## src/hw/rtl/kmc_ram.sv

```systemverilog
// ----------------------------------------------------------------------------
// kmc_ram
// simple dual-port ram, one write and one registered read per cycle
// ----------------------------------------------------------------------------
module kmc_ram #(
   parameter int WIDTH = 16,
   parameter int DEPTH = 256,
   localparam int AW = $clog2(DEPTH)
) (
   input  logic             clock,
   input  logic             wr_en,
   input  logic [AW-1:0]    wr_addr,
   input  logic [WIDTH-1:0] wr_data,
   input  logic [AW-1:0]    rd_addr,
   output logic [WIDTH-1:0] rd_data
);

   logic [WIDTH-1:0] mem [DEPTH];

   always_ff @(posedge clock) begin
      if (wr_en) begin
         mem[wr_addr] <= wr_data;
      end
      rd_data <= mem[rd_addr];
   end

endmodule

```

## config.mk

```make
export PLATFORM = sky130hd
export DESIGN_NAME = kmc_ram
export DESIGN_NICKNAME = d
export VERILOG_FILES = /design/src/hw/rtl/kmc_ram.sv
export SDC_FILE = /design/constraint.sdc
export NUM_CORES = 2
export LEC_CHECK = 0
export BUFFER_PORTS_ARGS = -buffer_cell sky130_fd_sc_hd__buf_2
export CAP_MARGIN = 20
export CORE_MARGIN = 4
export CORE_UTILIZATION = 63
export DETAILED_ROUTE_END_ITERATION = 6
export PLACE_DENSITY = 0.79
export SYNTH_ARGS = -nofsm -noshare
export SYNTH_HDL_FRONTEND = slang
export SYNTH_SLANG_ARGS = --single-unit
```

## constraint.sdc

```tcl
create_clock -name clock -period 2.6 [get_ports clock]
set_input_delay 0.26 -clock clock [delete_from_list [all_inputs] [get_ports clock]]
set_output_delay 0.26 -clock clock [all_outputs]
set_load 0.005 [all_outputs]
```

Yosys cells after proc, flatten, opt, wreduce, memory -nomap -nowiden
Memories as Yosys holds them, arrays and structs flattened. A register that Yosys moved wholly into a read port is not among the register bits.
Index checks and enable logic that the tools add are counted.
{"block": "word_totals", "inputBits": 34, "ff_bits": 0, "out_inout_bits": 16, "wordCells": 3, "n_memories": 1, "ram_bits": 4096}
{"name": "mem", "depth": 256, "width": 16, "rd": 1, "rd_clocked_by_memory_dff": 1, "wr": 1, "line_no": "18", "rtl": "logic [WIDTH-1:0] mem [DEPTH];"}
{"block": "op_classes", "mux": 2}
{"cell": "two-way mux 1 bit", "count": 2}

Logic depth before layout (Yosys ltp)
{"block": "logic_depth", "ltp_word": 2, "depth_mapped": 12, "depth_no_buf": 6}

Worst setup path before layout
OpenSTA, ideal clock, no wires.
{"block": "synth_timing", "kind": "in2reg", "from": "input port wr_addr[3]", "to": "memory mem[235][0], enable pin", "cell_stages": 6, "required_time_ps": 2212, "setup_time_ps": 388, "t_arrival_ps": 2037, "path_buffers": 3, "path_slack_ps": 175, "path_cell_list": "clkbuf_1 > nor2b_1 > clkbuf_1 > nand4_1 > clkbuf_1 > nor2_1"}
{"item": "start, declared", "line_no": "12", "rtl": "input logic [AW-1:0] wr_addr,"}
{"item": "end, declared", "line_no": "18"}
No word-level cell before the write port.

==> results.toml <==
[layout]
fillers = 13100
final_nets = 8359
layout-drive-gt1-share_pct = 29.3
mostFrequentLayoutCell = "edfxtp_1"
syn_to_final_growth_pct = 15.4
seq_area_mm2 = 0.123
final_util_pct = 73.0
final_cell_mix = "edfxtp_1 (4096), mux4_2 (797), buf_4 (795)"
multi_input_comb_area_mm2 = 0.0331

[synth]
syn_area_mm2 = 0.159
ys_seq_area_share_pct = 77.7
synth.net_count = 7394
yosys_most_used_dff = "edfxtp_1"
synthCells = 7360
synth_warnings = 0
synth.avg_cell_area_um2 = 21.6
synth_cell_types = 52
async_reset_ff_share_pct = 0
synth-edff-count = 4096
ys_ff_latch = 4112

[die]
die_width_um = 510
num_rows = 184
core_mm2 = 0.251
dieHeight_um = 510
ioPinCount = 50
dieArea_mm2 = 0.260
start_util_pct = 63.2

[route]
routed_wl_um = 452000
drtAntennaViolNets = 0
via_per_inst = 7.22
drtIter0Drc = 16400
drc_errors = 0
first_pass_iters = 6
vias = 86800
routedWlPerCell_um = 37.6

[clock_network]
root_buffer = "clkbuf_16"
clk_latency_ns = 1.00
cts_tree = "yes"
clock_path_buffers = 4
cts_sinks = 4112
cts_buffers = 404
cts_setup_buffers = 0
path_clk_slew_ns = 0.06
htree_levels = 5

[global_routing]
antenna_found_initial = 33
globalRouteOverflowTotal = 0
grt_usage_pct = 35.1
grt_max_degree = 116
grt_pass1_wl_um = 644000
grt_pass1_vias = 86800

[timing]
finalHoldViolCount = 0
clock_skew_ns = 0.0811
slew_headroom_pct = 9.98
post-route-period-util_pct = 102
worstMarginPinSlew_ns = 1.35
fmax_mhz = 375
rsz0062_at_grt = "yes"
setup_slack_ns = -0.0638
setup-violations-final = 6
fin_crit_ns = 2.66
slew_violations = 0

[setup_path]
rrSetupSlack_ns = -0.06
r2r_cells = 6
rr_startpoint = "mem[55][7]"
startpoint_type = "flop"
rr_endpoint = "rd_data[7]"
path_max_fanout = 1
path_class = "reg -> reg"
cp_data_arrival_time_ns = 3.50
end_kind = "flop"
required_ns = 3.44

[worst_hold_path]
whs_endpoint = "mem[60][14]"
holdPathStages = 4
hold_path_class = "in -> reg"
hp-start = "wr_addr[2]"

[placement]
place_worst_setup_slack_ns = -1.18
gp_congestion = 0.918
dp_hpwl_um = 262000
io_buffers = 49

[power_and_ir_drop]
p_per_area_mw_per_mm2 = 757
p_leak_nw = 59.6
power_mw = 139
ir_drop_v = 0.000787

[run_status]
outcome = "finished with violations"
violations = "negative setup slack"

[job]
drv_cap = 0
-- what timing repair did --
item / 4_1_cts / 5_1_grt
resized for setup: 36 / 14
hold buffers: 16 / 0
setup endpoints to repair: 10 / 11
pin swaps: 10 / 6
endpoints found under the hold margin: 1987 / 0
-- area by class of cell --
| class | count | area share, % |
|---|---|---|
| inverter | 4 | 0.0150 |
| timing repair buffer | 1011 | 5.23 |
| clock buffer | 499 | 5.82 |
| sequential | 4112 | 67.3 |
| antenna | 21 | 0.0287 |
| tap | 3348 | 2.29 |
| multi-input combinational | 2792 | 18.1 |
| clock inverter | 229 | 1.18 |
-- registers in the layout, indices dropped and copies added (netlist names) --
name and count:
rd_data 16, mem 4096
-- cell families after synthesis --
logic type             share of synthesized area, %
flip-flops                                     77.7
multiplexers                                   15.5
AO/OA/AOI/OAI                                  3.54
AND/OR/NAND/NOR                                1.57
buffers and inverters                          1.69
-- report_power, final --
part / switching (mW) / total [mW] / internal (mW)
Sequential: 0.137 / 73.2 / 73.0
Combinational: 5.03 / 7.97 / 2.94
Clock: 24.7 / 57.5 / 32.8
-- layer usage --
| layer | part of all wire, % | GRT usage (%) | vias to the layer above |
|---|---|---|---|
| met5 | 0.019 | 0 | - |
| met4 | 6.1 | 17.3 | 12 |
| met3 | 15 | 10.5 | 1490 |
| met2 | 47 | 53.2 | 7864 |
| met1 | 33 | 47.4 | 44200 |
| li1 | - | - | 33200 |
-- synthesized netlist by cell type, types with 4 or more instances --
cell type,count,share of area (%)
mux2i_1,565,3.6
a221oi_1,28,0.15
a2111oi_0,6,0.033
nor2_1,304,0.72
a211oi_1,18,0.085
buf_12,5,0.063
o221ai_1,252,1.4
mux2_2,88,0.62
nor2b_1,9,0.035
nand4_1,26,0.10
edfxtp_1,4096,77
or2_2,4,0.016
nor3_1,92,0.29
dfxtp_1,16,0.20
and3_1,11,0.043
buf_4,26,0.12
o22ai_1,148,0.58
o31ai_1,16,0.076
a22oi_1,43,0.20
mux4_2,797,11
a21oi_1,175,0.55
nand3_1,35,0.11
buf_1,27,0.064
buf_2,76,0.24
o21ai_0,37,0.12
buf_8,11,0.10
a31oi_1,6,0.024
buf_6,77,0.55
o32ai_1,20,0.11
nand2_1,38,0.090
a22o_1,32,0.18
nor4_1,17,0.067
clkbuf_1,230,0.54
-- per-stage QoR --
step / setup TNS [ns] / hold slack (ns) / std cells / area [um2]
2_1_floorplan: 0 / 0.359 / 7360 / 159000
3_3_place_gp: -11.74 / 0.616 / 11300 / 170000
3_5_place_dp: -12.02 / 0.626 / 11300 / 170000
4_1_cts: -0.0584 / 0.0241 / 12000 / 183000
5_1_grt: -0.194 / 0.0589 / 12000 / 183000
6_report: -0.225 / 0.131 / 12000 / 183000
-- worst max path at each step --
stage / startpoint / end / slack [ns] / cells past startpoint
floorplan: wr_addr[3] / mem[235][0] / 0.17 / 6
detailed placement: rd_addr[0] / rd_data[7] / -1.18 / 9
global placement: rd_addr[0] / rd_data[7] / -1.15 / 9
CTS: mem[27][11] / rd_data[11] / -0.04 / 6
finish: mem[55][7] / rd_data[7] / -0.06 / 6
global route: mem[3][3] / rd_data[3] / -0.11 / 8
-- critical path, cell delays in order (launching register included) --
cell      delay, ns
edfxtp_1       0.41
mux4_2         0.54
mux4_2         0.50
a22o_4         0.34
o32ai_4        0.48
buf_4          0.20
nor4_2         0.03
Power figures use the tool's default switching activity.
