$ cat config.mk
export PLATFORM = sky130hd
export DESIGN_NAME = kmc_div
export DESIGN_NICKNAME = d
export VERILOG_FILES = /design/src/hw/rtl/kmc_div.sv
export SDC_FILE = /design/constraint.sdc
export NUM_CORES = 1
export LEC_CHECK = 0
export BUFFER_PORTS_ARGS = -buffer_cell sky130_fd_sc_hd__buf_2
export CORE_UTILIZATION = 40
export CTS_BUF_LIST = sky130_fd_sc_hd__clkbuf_4
export DETAILED_ROUTE_END_ITERATION = 16
export PLACE_DENSITY_LB_ADDON = 0.05
export SLEW_MARGIN = 10
export SYNTH_ARGS = -nofsm -noshare
export SYNTH_HDL_FRONTEND = slang
export SYNTH_SLANG_ARGS = --single-unit
$ cat constraint.sdc
create_clock -name clock -period 6 [get_ports clock]
set_input_delay 0.3 -clock clock [delete_from_list [all_inputs] [get_ports clock]]
set_output_delay 0.3 -clock clock [all_outputs]
set_load 0.005 [all_outputs]
$ cat src/hw/rtl/kmc_div.sv
// ----------------------------------------------------------------------------
// kmc_div
// restoring divider, one quotient bit per cycle
// ----------------------------------------------------------------------------
module kmc_div #(
   parameter int NUM_W = 34,
   parameter int DEN_W = 11
) (
   input  logic             clock,
   input  logic             reset,
   input  logic             start,
   input  logic [NUM_W-1:0] num,
   input  logic [DEN_W-1:0] den,
   output logic             done,
   output logic [NUM_W-1:0] quo
);

   localparam int STEP_W = $clog2(NUM_W + 1);

   logic              busy_ff;
   logic              done_ff;
   logic [STEP_W-1:0] step_ff;
   logic [NUM_W-1:0]  num_ff;
   logic [NUM_W-1:0]  quo_ff;
   logic [DEN_W-1:0]  rem_ff;
   logic [DEN_W-1:0]  den_ff;
   logic [DEN_W:0]    trial;
   logic              ge;
   logic [DEN_W:0]    diff;

   always_comb begin
      trial = {rem_ff, num_ff[NUM_W-1]};
      ge    = (trial >= {1'b0, den_ff});
      diff  = trial - {1'b0, den_ff};
   end

   always_ff @(posedge clock) begin
      if (reset) begin
         busy_ff <= 1'b0;
         done_ff <= 1'b0;
         step_ff <= '0;
      end else begin
         done_ff <= 1'b0;
         if (start) begin
            busy_ff <= 1'b1;
            step_ff <= '0;
            num_ff  <= num;
            den_ff  <= den;
            rem_ff  <= '0;
            quo_ff  <= '0;
         end else if (busy_ff) begin
            num_ff  <= num_ff << 1;
            rem_ff  <= ge ? diff[DEN_W-1:0] : trial[DEN_W-1:0];
            quo_ff  <= {quo_ff[NUM_W-2:0], ge};
            step_ff <= step_ff + 1'b1;
            if (step_ff == STEP_W'(NUM_W - 1)) begin
               busy_ff <= 1'b0;
               done_ff <= 1'b1;
            end
         end
      end
   end

   assign done = done_ff;
   assign quo  = quo_ff;

endmodule

[After elaboration in Yosys (flattened, before gate mapping)]
Cells that the tools add are included.
W data, S select, Z words.
Cells by class
  bitwise operators: 2
  add/sub/neg operators: 2
  reductions and logical operators: 5
  equal/unequal tests: 1
  mux-type cells: 9
  order comparisons: 1
Operators with widths (number)
  $mux W34: 3
  $mux W11: 2
  $ge A12 B11 Y1: 1
  $sub A11 B11 Y11: 1
  $add A6 B1 Y6 const B: 1
  $eq A6 B6 Y1 const B: 1
  $mux W1: 4
  $reduce_and A2 Y1: 2
  $reduce_or A3 Y1: 1
  $not A1 Y1: 2
  $reduce_bool A2 Y1: 1
  $reduce_or A2 Y1: 1
Storage, ports and cells
  bits in registers: 98
  output and inout bits: 35
  input port bits: 48
  logic and storage cells: 27

[Depth between registers and ports, before layout]
  word-level depth: 4
  gate-level depth with buffers: 9
  depth with buffers taken out: 9

[Worst setup path before layout]
OpenSTA, ideal clock, no wires.
  path type: input port to flip-flop
  from: input port start
  to: register num_ff[0], enable pin
  data required time: 5.483 ns
  slack: 1.238 ns
  setup time: 0.517 ns
  arrival: 4.246 ns
  stages on the path: 4
  path buffers: 2
  cell sequence: clkbuf_1 > clkbuf_1 > nor2_1 > nor2_1
Between the ends
  cells in the longest elaborated chain, start to end: 2
Ends and longest elaborated chain
  from (decl): RTL line 11  | input logic start,
  $reduce_bool A2 Y1 (no source line)
  $reduce_and A2 Y1 (no source line)
  to (signal assigned): RTL line 47  | num_ff <= num;
  to (signal assigned): RTL line 52  | num_ff <= num_ff << 1;
  to (decl): RTL line 23  | logic [NUM_W-1:0] num_ff;
Every way passes these cells.
A chain may end at the register's enable or synchronous reset.

[Final worst setup path]
  from: register num_ff[33]
  to: register rem_ff[10] (data pin)
Between the ends
  cells in the longest elaborated chain, start to end: 3
  elaborated cells on any way between the ends: 4
  those cells by class: add/sub: 1; order compare: 1; mux: 2
Ends and longest elaborated chain
  $sub A11 B11 Y11 or $ge A12 B11 Y1 (tied branches): RTL line 34, 33
  $mux W11 (*): RTL line 53  | rem_ff <= ge ? diff[DEN_W-1:0] : trial[DEN_W-1:0];
  $mux W11 (*): RTL line 51  | end else if (busy_ff) begin
  to (signal assigned): RTL line 53
  to (decl): RTL line 25  | logic [DEN_W-1:0] rem_ff;
Mark *: on every way between the ends. The rest lies on a longest branch, timed or not. The select of a mux whose other input is x is not followed.

==> out/qor.yml <==
yosys:
  post_synthesis_share_of_cell_area_spent_on_xor_and_xnor_gates_pct: 1.994
  synth_mux_area_share_pct: 8.915
  yosysSeqAreaShare_pct: 65.17
  synth_top_family_by_area: "simple AND/OR/NAND/NOR gates"
  yosys.area_share.simple_pct: 11.36
  ys_ff_latch: 98
  synth_adder_area_share_pct: 4.158
  avgSynthCellArea_sq_um: 13.86
  synthesis.instances: 317
  post_synth_num_cell_types: 37
  synth_warnings: 0
  synthesis.nets: 379
  postSynth.topFlopCell: "edfxtp_1"
  synth_edf_count: 90
  synth_compound_gate_area_share_pct: 6.095
  post-synth-top-area-fraction_pct: 61.52
  netlist_top_cells_area: "edfxtp_1, mux2_2, nor2b_1"
  yosys_top_cell_by_area: "edfxtp_1"
  syn_area_sq_um: 4393
  synthArstFlopShare_pct: 0
cells_and_area:
  final_cell_count_no_fill: 552
  n_antenna_cell: 0
  fin_util_pct: 49.52
  final_area_sq_um: 5181
  area_grow_syn2layout_pct: 17.94
  finish.net_count: 474
  layout-drive-gt1-share_pct: 32.93
cts:
  post_cts.repair.setup_buffers: 0
  number_of_buffers_inserted_during_clock_tree_synthesis: 9
  postCtsResizedCells: 0
  cts_tree: "done"
  cts_num_sinks: 98
  clk_latency_ns: 0.44
  h-tree-depth: 3
  cts.root.buffer_cell: "clkbuf_4"
  cts.reportedPaths.clkPinSlew_ns: 0.16
  cts_buffer_depth: 2
  post_cts_hold_buffer_count: 6
die:
  die_y_um: 106.8
  initial_utilization_pct: 41.99
  core_sq_um: 10460
  core.rowCount: 37
  ioPinCount: 83
  floorplan.die.width_um: 106.8
  die_area_sq_um: 11410
drt:
  route.detailed.vias_per_inst: 4.871
  routedWlPerCell_um: 14.48
  drc: 0
  ant_nets: 0
  dr.pass1.iters: 4
  route.final.wire_length_um: 7993
  total_via_count_after_detailed_routing: 2689
  initialDrtViolationCount: 122
pwr:
  power_per_cell_area_nw_per_um2: 265.9
  leakage_nw: 2.040
  total_power_mw: 1.378
  ir_drop_uv: 125.9
timing:
  maxSlewHeadroom_pct: 39.62
  final.setup_skew_ns: 0.02291
  final-setup-viol-count: 0
  worstMarginPinSlew_ns: 0.9024
  period_share_pct: 44.18
  totalNegativeSetupSlack_ns: 0
  hold_viol_final: 0
  fin_crit_ns: 2.651
  max_clock_freq_mhz: 377.2
  rsz0062_at_grt: "false"
  worst_hold_slack_ns: 0.09511
  final_slew_violations: 0
  final_critical_path_setup_slack_ns: 3.349
place:
  placement.io_buffers: 82
  final_wtd_congestion: 0.7980
  place_area_sq_um: 4955
  place_inst: 526
  dpl.hpwl_um: 5312
  dpl_worst_slack_ns: 2.961
global_routing:
  first_pass_grt_wire_length_um: 12760
  track_usage_pct: 14.68
  vias_in_the_first_global_route: 2579
  antenna_found_initial: 0
  grt_remaining_overflow: 0
  pin_count_of_the_biggest_net_entering_global_routing: 82
worst_hold_path:
  hold_path_depth: 2
  timing.hold.worst.class: "input port to flip-flop"
job:
  maxcap_violations: 0
critical_path:
  path_class: "flip-flop to flip-flop"
  crit_required_ns: 6.20
  crit_path_start_kind: "flip-flop"
  critical_path_peak_fanout: 9
  cp_endpoint_kind: "flip-flop"
  worst-endpoint-arrival_ns: 2.85
  r2r.worst_path.cells: 9
outcome:
  run_status: "completed"
-- worst paths after layout --
path	from	endpoint	slack (ns)
setup / recovery	num_ff[33]	rem_ff[10]	3.35
hold / removal	reset	busy_ff	0.1
setup reg to reg	num_ff[33]	rem_ff[10]	3.35
hold reg to reg	step_ff[5]	step_ff[5]	0.50
-- layout by cell type, fill, tap and decap left out, types with 2 or more instances in the layout --
cell type,synthesis,final
a21o_1,3,3
inv_6,0,2
nand2b_1,2,2
clkinvlp_4,0,2
inv_1,16,16
a21oi_1,14,14
nand4_1,3,3
xnor2_1,6,6
dlygate4sd3_1,0,11
o21ai_0,4,4
ha_1,13,13
nor2b_1,34,34
nand3_1,4,4
nor4_1,2,2
buf_2,0,82
xor2_1,4,4
dfxtp_1,8,8
nand2_1,13,13
buf_4,0,2
o31ai_1,2,2
mux2i_1,2,2
and3_1,5,5
mux2_2,33,33
edfxtp_1,90,90
a211oi_1,5,5
nor2_1,22,21
o21a_1,4,4
clkbuf_4,0,9
or3_1,4,4
-- state kept, by name, indices dropped and copies added (netlist names) --
register	cells
busy_ff	1
quo	34
done	1
num_ff	34
den_ff	11
step_ff	6
rem_ff	11
-- Yosys cell counts (3+ instances only) --
library cell / count
a211oi_1: 5
a21o_1: 3
a21oi_1: 14
and3_1: 5
clkbuf_1: 11
dfxtp_1: 8
edfxtp_1: 90
ha_1: 13
inv_1: 16
mux2_2: 33
nand2_1: 13
nand3_1: 4
nand4_1: 3
nor2_1: 22
nor2b_1: 34
o21a_1: 4
o21ai_0: 4
or3_1: 4
xnor2_1: 6
xor2_1: 4
-- report_power, final --
part	leakage (nW)	internal, mW	total [mW]	switching, mW
sequential	0.934	0.804	0.824	0.0201
combinational	1.05	0.109	0.233	0.125
clock	0.0607	0.0884	0.321	0.232
total	2.04	1.00	1.38	0.377
-- cell type report --
class,instances,area (sq um)
Inverter,16,60.06
Clock inverter,6,48.80
Timing Repair Buffer,95,535.5
Clock buffer,9,67.56
Multi-Input combinational cell,192,1436
Fill cell,960,5281
Tap cell,136,170.2
Sequential cell,98,2863
-- routing by layer --
layer  GRT usage [%]  routed length, um
met5               0                  0
met4           3.914                 77
met3           4.559                344
met2           22.58               3649
met1           20.10               3922
-- critical path: stages (launching register included) --
cell and delay, ns:
edfxtp_1 0.38, inv_1 0.05, ha_1 0.21, fa_1 0.39
nand2b_1 0.18, a21oi_1 0.18, o2111ai_1 0.24, a21o_1 0.31
and3_1 0.21, a211o_1 0.25
-- kinds of logic after synthesis --
kind of cell / after synthesis
mux: 35
flops: 98
fa+ha+maj: 14
simple gates: 94
xor+xnor: 10
compound gates: 39
buf+inv: 27
(Power assumes the default switching activity.)
